===== config.mk =====
export PLATFORM = sky130hd
export DESIGN_NAME = ecpr_ctrl
export DESIGN_NICKNAME = d
export VERILOG_FILES = /design/src/design/ecpr_pkg.sv /design/src/design/ecpr_ctrl.sv
export SDC_FILE = /design/constraint.sdc
export NUM_CORES = 1
export LEC_CHECK = 0
export ABC_AREA = 1
export BUFFER_PORTS_ARGS = -buffer_cell sky130_fd_sc_hd__clkbuf_2
export CORE_AREA = 2 2 52 54
export DETAILED_ROUTE_END_ITERATION = 8
export DIE_AREA = 0 0 54 56
export GPL_TIMING_DRIVEN = 0
export PLACE_DENSITY = 0.74
export SLEW_MARGIN = 5
export SYNTH_ARGS = -nofsm -noshare
export SYNTH_HDL_FRONTEND = slang
export SYNTH_SLANG_ARGS = --single-unit

===== constraint.sdc =====
create_clock -name clk -period 1.3 [get_ports clk]
set_input_delay 0.195 -clock clk [delete_from_list [all_inputs] [get_ports clk]]
set_output_delay 0.195 -clock clk [all_outputs]
set_load 0.02 [all_outputs]

===== src/design/ecpr_pkg.sv =====
`timescale 1ns / 1ps
// ----------------------------------------------------------------------------
// ecpr_pkg
// Shared codes, constants and controller/datapath interface types for the
// ECP radial potential evaluator.
// ----------------------------------------------------------------------------
package ecpr_pkg;

  // Operation codes carried on the input tuser.
  localparam logic [1:0] OP_LOAD  = 2'd0;
  localparam logic [1:0] OP_EVAL  = 2'd1;
  localparam logic [1:0] OP_CLEAR = 2'd2;

  // Result status codes.
  localparam logic [1:0] ST_OK   = 2'd0;
  localparam logic [1:0] ST_FULL = 2'd1;
  localparam logic [1:0] ST_SAT  = 2'd2;

  // Multiplier operations: operand pair, shift and destination register.
  localparam logic [2:0] MO_R2   = 3'd0;
  localparam logic [2:0] MO_POW  = 3'd1;
  localparam logic [2:0] MO_XQ   = 3'd2;
  localparam logic [2:0] MO_T    = 3'd3;
  localparam logic [2:0] MO_Y    = 3'd4;
  localparam logic [2:0] MO_TERM = 3'd5;
  localparam logic [2:0] MO_PE   = 3'd6;
  localparam logic [2:0] MO_MAG  = 3'd7;

  // Divider operations.
  localparam logic DV_BASE = 1'b0;
  localparam logic DV_TERM = 1'b1;

  // Rounding shift amounts of the products.
  localparam logic [5:0] SH_R2   = 6'd0;
  localparam logic [5:0] SH_MAG  = 6'd8;
  localparam logic [5:0] SH_POW  = 6'd24;
  localparam logic [5:0] SH_XQ   = 6'd32;
  localparam logic [5:0] SH_Y    = 6'd34;
  localparam logic [5:0] SH_T    = 6'd60;
  localparam logic [5:0] SH_Q62  = 6'd62;

  // Fixed-point constants.
  localparam logic [63:0] LOG2E_Q60 = 64'h1715_4765_2B82_FE17;
  localparam logic [63:0] LN2_Q64   = 64'hB172_17F7_D1CF_79AC;
  localparam logic [63:0] ONE_Q62   = 64'h4000_0000_0000_0000;
  localparam logic [63:0] ONE_Q24   = 64'h0000_0000_0100_0000;
  localparam logic [63:0] TERM_CAP  = 64'h0010_0000_0000_0000;
  localparam logic [63:0] BASE_NUM  = 64'h0001_0000_0000_0000;
  localparam logic [47:0] POT_MAX   = 48'h7FFF_FFFF_FFFF;
  localparam logic [47:0] POT_MIN   = 48'h8000_0000_0000;
  localparam logic [4:0]  SERIES_LEN = 5'd20;

  // Commands from the controller to the datapath.
  typedef struct packed {
    logic       capture;
    logic       write_prim;
    logic       clear_tbl;
    logic       set_full;
    logic       eval_init;
    logic       idx_inc;
    logic       add_cap;
    logic       pow_prep;
    logic       pcnt_dec;
    logic       mul_start;
    logic [2:0] mul_op;
    logic       div_start;
    logic       div_sel;
    logic       e_zero;
    logic       series_init;
    logic       e_final;
    logic       add_term;
    logic       eval_done;
    logic       out_load;
  } ecpr_cmd_t;

  // Status from the datapath to the controller.
  typedef struct packed {
    logic [1:0] op;
    logic       full;
    logic       more;
    logic       ang_match;
    logic       r_zero;
    logic       p_neg;
    logic       p_zero;
    logic       pcnt_zero;
    logic       pw_sat;
    logic       xq_big;
    logic       series_last;
    logic       mul_done;
    logic       div_done;
  } ecpr_stat_t;

endpackage


===== src/design/ecpr_ctrl.sv =====
`timescale 1ns / 1ps
// ----------------------------------------------------------------------------
// ecpr_ctrl
// Controller: sequences loads, clears and the per-primitive evaluation on
// the shared multiplier and divider, and owns the stream handshakes.
// ----------------------------------------------------------------------------
module ecpr_ctrl
  import ecpr_pkg::*;
(
  input  logic       clk,
  input  logic       rst_n,
  input  logic       in_tvalid,
  output logic       in_tready,
  output logic       out_tvalid,
  input  logic       out_tready,
  input  ecpr_stat_t st,
  output ecpr_cmd_t  cmd
);

  localparam logic [4:0] S_IDLE    = 5'd0;
  localparam logic [4:0] S_DECODE  = 5'd1;
  localparam logic [4:0] S_R2      = 5'd2;
  localparam logic [4:0] S_FETCH   = 5'd3;
  localparam logic [4:0] S_READ    = 5'd4;
  localparam logic [4:0] S_DIVB    = 5'd5;
  localparam logic [4:0] S_POWLOOP = 5'd6;
  localparam logic [4:0] S_MULPOW  = 5'd7;
  localparam logic [4:0] S_XQ      = 5'd8;
  localparam logic [4:0] S_XQCHK   = 5'd9;
  localparam logic [4:0] S_T       = 5'd10;
  localparam logic [4:0] S_Y       = 5'd11;
  localparam logic [4:0] S_SERINIT = 5'd12;
  localparam logic [4:0] S_TMUL    = 5'd13;
  localparam logic [4:0] S_TDIV    = 5'd14;
  localparam logic [4:0] S_EFIN    = 5'd15;
  localparam logic [4:0] S_PE      = 5'd16;
  localparam logic [4:0] S_MAG     = 5'd17;
  localparam logic [4:0] S_ADD     = 5'd18;
  localparam logic [4:0] S_NEXT    = 5'd19;
  localparam logic [4:0] S_FINAL   = 5'd20;
  localparam logic [4:0] S_FINISH  = 5'd21;

  logic [4:0] state_r;
  logic [4:0] state_nxt;
  logic       go_r;
  logic       go_nxt;
  logic       ovalid_r;
  logic       ovalid_nxt;
  logic       out_free;

  assign in_tready  = state_r == S_IDLE;
  assign out_tvalid = ovalid_r;
  assign out_free   = !ovalid_r || out_tready;

  // Next state and commands.
  always_comb begin
    state_nxt = state_r;
    cmd       = '0;
    unique case (state_r)
      S_IDLE: begin
        if (in_tvalid) begin
          cmd.capture = 1'b1;
          state_nxt   = S_DECODE;
        end
      end
      S_DECODE: begin
        state_nxt = S_FINISH;
        if (st.op == OP_LOAD) begin
          if (st.full) begin
            cmd.set_full = 1'b1;
          end else begin
            cmd.write_prim = 1'b1;
          end
        end else if (st.op == OP_EVAL) begin
          cmd.eval_init = 1'b1;
          state_nxt     = S_R2;
        end else if (st.op == OP_CLEAR) begin
          cmd.clear_tbl = 1'b1;
        end
      end
      S_R2: begin
        cmd.mul_op    = MO_R2;
        cmd.mul_start = !go_r;
        if (st.mul_done) begin
          state_nxt = S_FETCH;
        end
      end
      S_FETCH: begin
        state_nxt = st.more ? S_READ : S_FINAL;
      end
      S_READ: begin
        // Skip entries of other angular momentum; zero radius with a
        // negative power is a capped term.
        if (!st.ang_match) begin
          state_nxt = S_NEXT;
        end else if (st.r_zero && st.p_neg) begin
          cmd.add_cap = 1'b1;
          state_nxt   = S_NEXT;
        end else begin
          cmd.pow_prep = 1'b1;
          if (st.p_zero) begin
            state_nxt = S_XQ;
          end else if (st.p_neg) begin
            state_nxt = S_DIVB;
          end else begin
            state_nxt = S_POWLOOP;
          end
        end
      end
      S_DIVB: begin
        cmd.div_sel   = DV_BASE;
        cmd.div_start = !go_r;
        if (st.div_done) begin
          state_nxt = S_POWLOOP;
        end
      end
      S_POWLOOP: begin
        if (st.pcnt_zero) begin
          state_nxt = S_XQ;
        end else if (st.pw_sat) begin
          cmd.pcnt_dec = 1'b1;
        end else begin
          state_nxt = S_MULPOW;
        end
      end
      S_MULPOW: begin
        cmd.mul_op    = MO_POW;
        cmd.mul_start = !go_r;
        if (st.mul_done) begin
          cmd.pcnt_dec = 1'b1;
          state_nxt    = S_POWLOOP;
        end
      end
      S_XQ: begin
        cmd.mul_op    = MO_XQ;
        cmd.mul_start = !go_r;
        if (st.mul_done) begin
          state_nxt = S_XQCHK;
        end
      end
      S_XQCHK: begin
        if (st.xq_big) begin
          cmd.e_zero = 1'b1;
          state_nxt  = S_PE;
        end else begin
          state_nxt = S_T;
        end
      end
      S_T: begin
        cmd.mul_op    = MO_T;
        cmd.mul_start = !go_r;
        if (st.mul_done) begin
          state_nxt = S_Y;
        end
      end
      S_Y: begin
        cmd.mul_op    = MO_Y;
        cmd.mul_start = !go_r;
        if (st.mul_done) begin
          state_nxt = S_SERINIT;
        end
      end
      S_SERINIT: begin
        cmd.series_init = 1'b1;
        state_nxt       = S_TMUL;
      end
      S_TMUL: begin
        cmd.mul_op    = MO_TERM;
        cmd.mul_start = !go_r;
        if (st.mul_done) begin
          state_nxt = S_TDIV;
        end
      end
      S_TDIV: begin
        cmd.div_sel   = DV_TERM;
        cmd.div_start = !go_r;
        if (st.div_done) begin
          state_nxt = st.series_last ? S_EFIN : S_TMUL;
        end
      end
      S_EFIN: begin
        cmd.e_final = 1'b1;
        state_nxt   = S_PE;
      end
      S_PE: begin
        cmd.mul_op    = MO_PE;
        cmd.mul_start = !go_r;
        if (st.mul_done) begin
          state_nxt = S_MAG;
        end
      end
      S_MAG: begin
        cmd.mul_op    = MO_MAG;
        cmd.mul_start = !go_r;
        if (st.mul_done) begin
          state_nxt = S_ADD;
        end
      end
      S_ADD: begin
        cmd.add_term = 1'b1;
        state_nxt    = S_NEXT;
      end
      S_NEXT: begin
        cmd.idx_inc = 1'b1;
        state_nxt   = S_FETCH;
      end
      S_FINAL: begin
        cmd.eval_done = 1'b1;
        state_nxt     = S_FINISH;
      end
      S_FINISH: begin
        if (out_free) begin
          cmd.out_load = 1'b1;
          state_nxt    = S_IDLE;
        end
      end
      default: begin
        state_nxt = S_IDLE;
      end
    endcase
  end

  // Unit handshake flag and output valid.
  always_comb begin
    go_nxt = go_r;
    if (cmd.mul_start || cmd.div_start) begin
      go_nxt = 1'b1;
    end else if (st.mul_done || st.div_done) begin
      go_nxt = 1'b0;
    end
    ovalid_nxt = ovalid_r;
    if (cmd.out_load) begin
      ovalid_nxt = 1'b1;
    end else if (out_tready) begin
      ovalid_nxt = 1'b0;
    end
  end

  always_ff @(posedge clk) begin
    if (!rst_n) begin
      state_r  <= S_IDLE;
      go_r     <= 1'b0;
      ovalid_r <= 1'b0;
    end else begin
      state_r  <= state_nxt;
      go_r     <= go_nxt;
      ovalid_r <= ovalid_nxt;
    end
  end

endmodule


==> summary.txt <==
Status
  • Status: complete, but fails checks
  • Failing checks: setup timing

Clock tree
  • CTS tree: done
  • Hold_buf cts: 0
  • Clk_lat worst skew: 260 ps
  • Total CTS buffers: 3
  • Clk buf depth: 2
  • Sink Count: 7
  • CTS root buffer: clkbuf_4
  • Htree depth: 1
  • Clk slew on worst S/H paths: ~60 ps

STA
  • F_max: about 0.56 GHz
  • Worst Skew: 2.24 ps
  • Fin. max-slew vios: 0
  • Tmin final: roughly 1800 ps
  • Fin crit share: 1.37
  • Worst slew pin tran: about 460 ps
  • RSZ-0062 raised after global routing: true
  • Worst slew margin: 0.689
  • Final setup fails: 28
  • Final WS setup: -484 ps
  • Hold Vio Cnt, Final: 0

Floorplanning
  • Chip height: approximately 56 µm
  • Die Wd: 54 µm
  • Site row count: 18
  • Core footprint: between 2000 and 2500 µm²
  • Die area: around 3000 µm²
  • Ports: 41
  • Initial Util: 0.431

Synth
  • Ys Warns: 0
  • Number of enable flip-flop cells after synthesis: 0
  • Post-synthesis net count: approximately 220
  • Syn Std Cell Area: around 1000 µm²
  • Syn Inst Count: 205
  • Synth area leaders: nand2_1 21%, nand3_1 16%, dfxtp_1 13%
  • Post-synth top area share: 0.208
  • Leading area contributor after synthesis: nand2_1
  • Sequential cell area fraction in the yosys report: 0.134
  • Library cells used by synthesis: 22
  • Synth cell count leaders: 58 x nand2_1, 33 x nand3_1, 30 x nor2_1
  • Async SR Flop Fraction: 0
  • Cell with the most instances after synthesis: nand2_1
  • Flops & latches, synth: 7
  • Avg Inst Size Synth: about 5.1 µm²
  • Synth Flop Type: dfxtp_1

Layout
  • Fin nets: a little over 300
  • Core Util, Final: 0.930
  • Share of cells above drive strength 1: 0.579
  • # diodes: 0
  • Layout area overhead: 116%
  • Final Cell Area: roughly 2300 µm²

Pwr
  • Seq pwr share: 0.128
  • Net Sw Frac: 0.537
  • Power Dens Cells: 1900 nW/µm²
  • Clk network pwr share: 0.049
  • Combinational share of power: 0.823
  • Overall power: roughly 4.3 mW
  • Worst vdd ir: 0.00203 V
  • Net Switching: about 2.3 mW
  • Pleak: about 1.2 nW
  • Internal Dissipation: roughly 2.0 mW

Routing
  • Routed Antenna Nets: 0
  • DRC: 0
  • DR WL/cell: slightly above 20 µm
  • Vias: 2018
  • Final WL: 6490 µm
  • Drt first-iter violations: between 200 and 250
  • Drt pass-1 iters: 7
  • Number of vias per cell: between 6 and 7

Global routing
  • Initial antenna violation count: 0
  • Vias in the first global route: 1618
  • First-pass GRT wire length: 7220 µm
  • Global-route usage over all layers: 0.320
  • Largest net degree at the start of global routing: 11
  • Total gr overflow: 0

Worst hold path
  • Worst hold path type: input port to register

Critical path
  • Setup crit end kind: output pin
  • Crit start category: register
  • CP Data Arrival Time: 1590 ps
  • CP max FO: 7
  • Worst Path Required: between 1000 and 1500 ps
  • CP Class: register to output pin

Placement
  • RePlAce Congestion: roughly 0.91
  • Count of input and output buffers: 40
  • Detailed placement HPWL: around 2700 µm
  • Placement Setup Slack: -248 ps
  • Area after DPL: 1430 µm²

Flow run
  • Max_cap viols: 0
kinds of logic (layout without fill, tap and decap cells):
family                 after synthesis  after routing  share of synthesized area
AOI/OAI and AO/OA                    7              7                     0.0358
and+or+nand+nor                    153            153                      0.680
buffers and inverters               38            123                      0.151
DFF                                  7              7                      0.134
registers in the layout, summed over array words and instances, names as in the netlist:
register    count
out_tvalid      1
state_r         5
go_r            1
final cells by class:
type | instances | area [µm²]
buffer | 3 | 45.0
clock buffer | 4 | 26.3
fill | 87 | 170
inverter | 32 | 143
multi-input combinational | 160 | 1090
sequential | 7 | 159
tap | 30 | 37.5
timing repair buffer | 84 | 766
stage by stage:
stage                     TNS [ps]  hold slack [ps]  instances
after global placement       -2620              448        275
after floorplan                  0              304        205
final                        -9210              191        320
after global routing        -10900              208        320
after CTS                    -7000              180        302
after detailed placement     -2490              452        275
power by group through the flow:
stage	clock network, mW	logic [mW]	registers, mW
after floorplan	0	1.43	0.359
after global placement	0	1.84	0.386
final	0.211	3.54	0.548
after detailed placement	0	1.84	0.387
after CTS	0.207	2.55	0.471
after global routing	0.233	3.73	0.542
what timing repair did:
action,in CTS,in global routing
setup endpoints to repair,28,28
pin swaps,18,28
setup buffers,25,19
resized for setup,84,61
worst max-delay path, cell delays in order (launching register included):
cell	delay, ps
dfxtp_4	480
clkinv_4	90
nor2_4	180
buf_6	130
nand2_2	50
nand2_2	80
nand2_1	80
inv_1	90
clkbuf_8	140
path summary, 6_finish.rpt:
check / startpoint / to / slack, ps / cells after the start
max: state_r[0] / cmd[7] / -480 / 8
min: rst_n / state_r[3] / 190 / 3
max reg2reg: state_r[0] / state_r[0] / -460 / 12
min reg2reg: state_r[1] / state_r[1] / 580 / 2
placed cells by master (no fill, tap or decap), drive strengths merged, types with 2 or more instances in the layout:
master | Yosys | layout
nor2 | 37 | 37
nor3 | 5 | 5
nand2 | 62 | 62
clkbuf | 0 | 31
nand3 | 34 | 34
inv | 31 | 30
o21ai | 2 | 2
nand4 | 5 | 5
a21oi | 4 | 4
nor3b | 2 | 2
dfxtp | 7 | 7
nand3b | 5 | 5
buf | 6 | 60
or2 | 2 | 2
clkinv | 1 | 2
per-layer routing:
metal	wire [µm]	up-vias	global-route usage
met4	597	0	0.154
met2	2910	212	0.524
met5	0	-	0
met3	807	84	0.0780
met1	2170	899	0.376
li1	-	823	-
(Power assumes the default switching activity.)
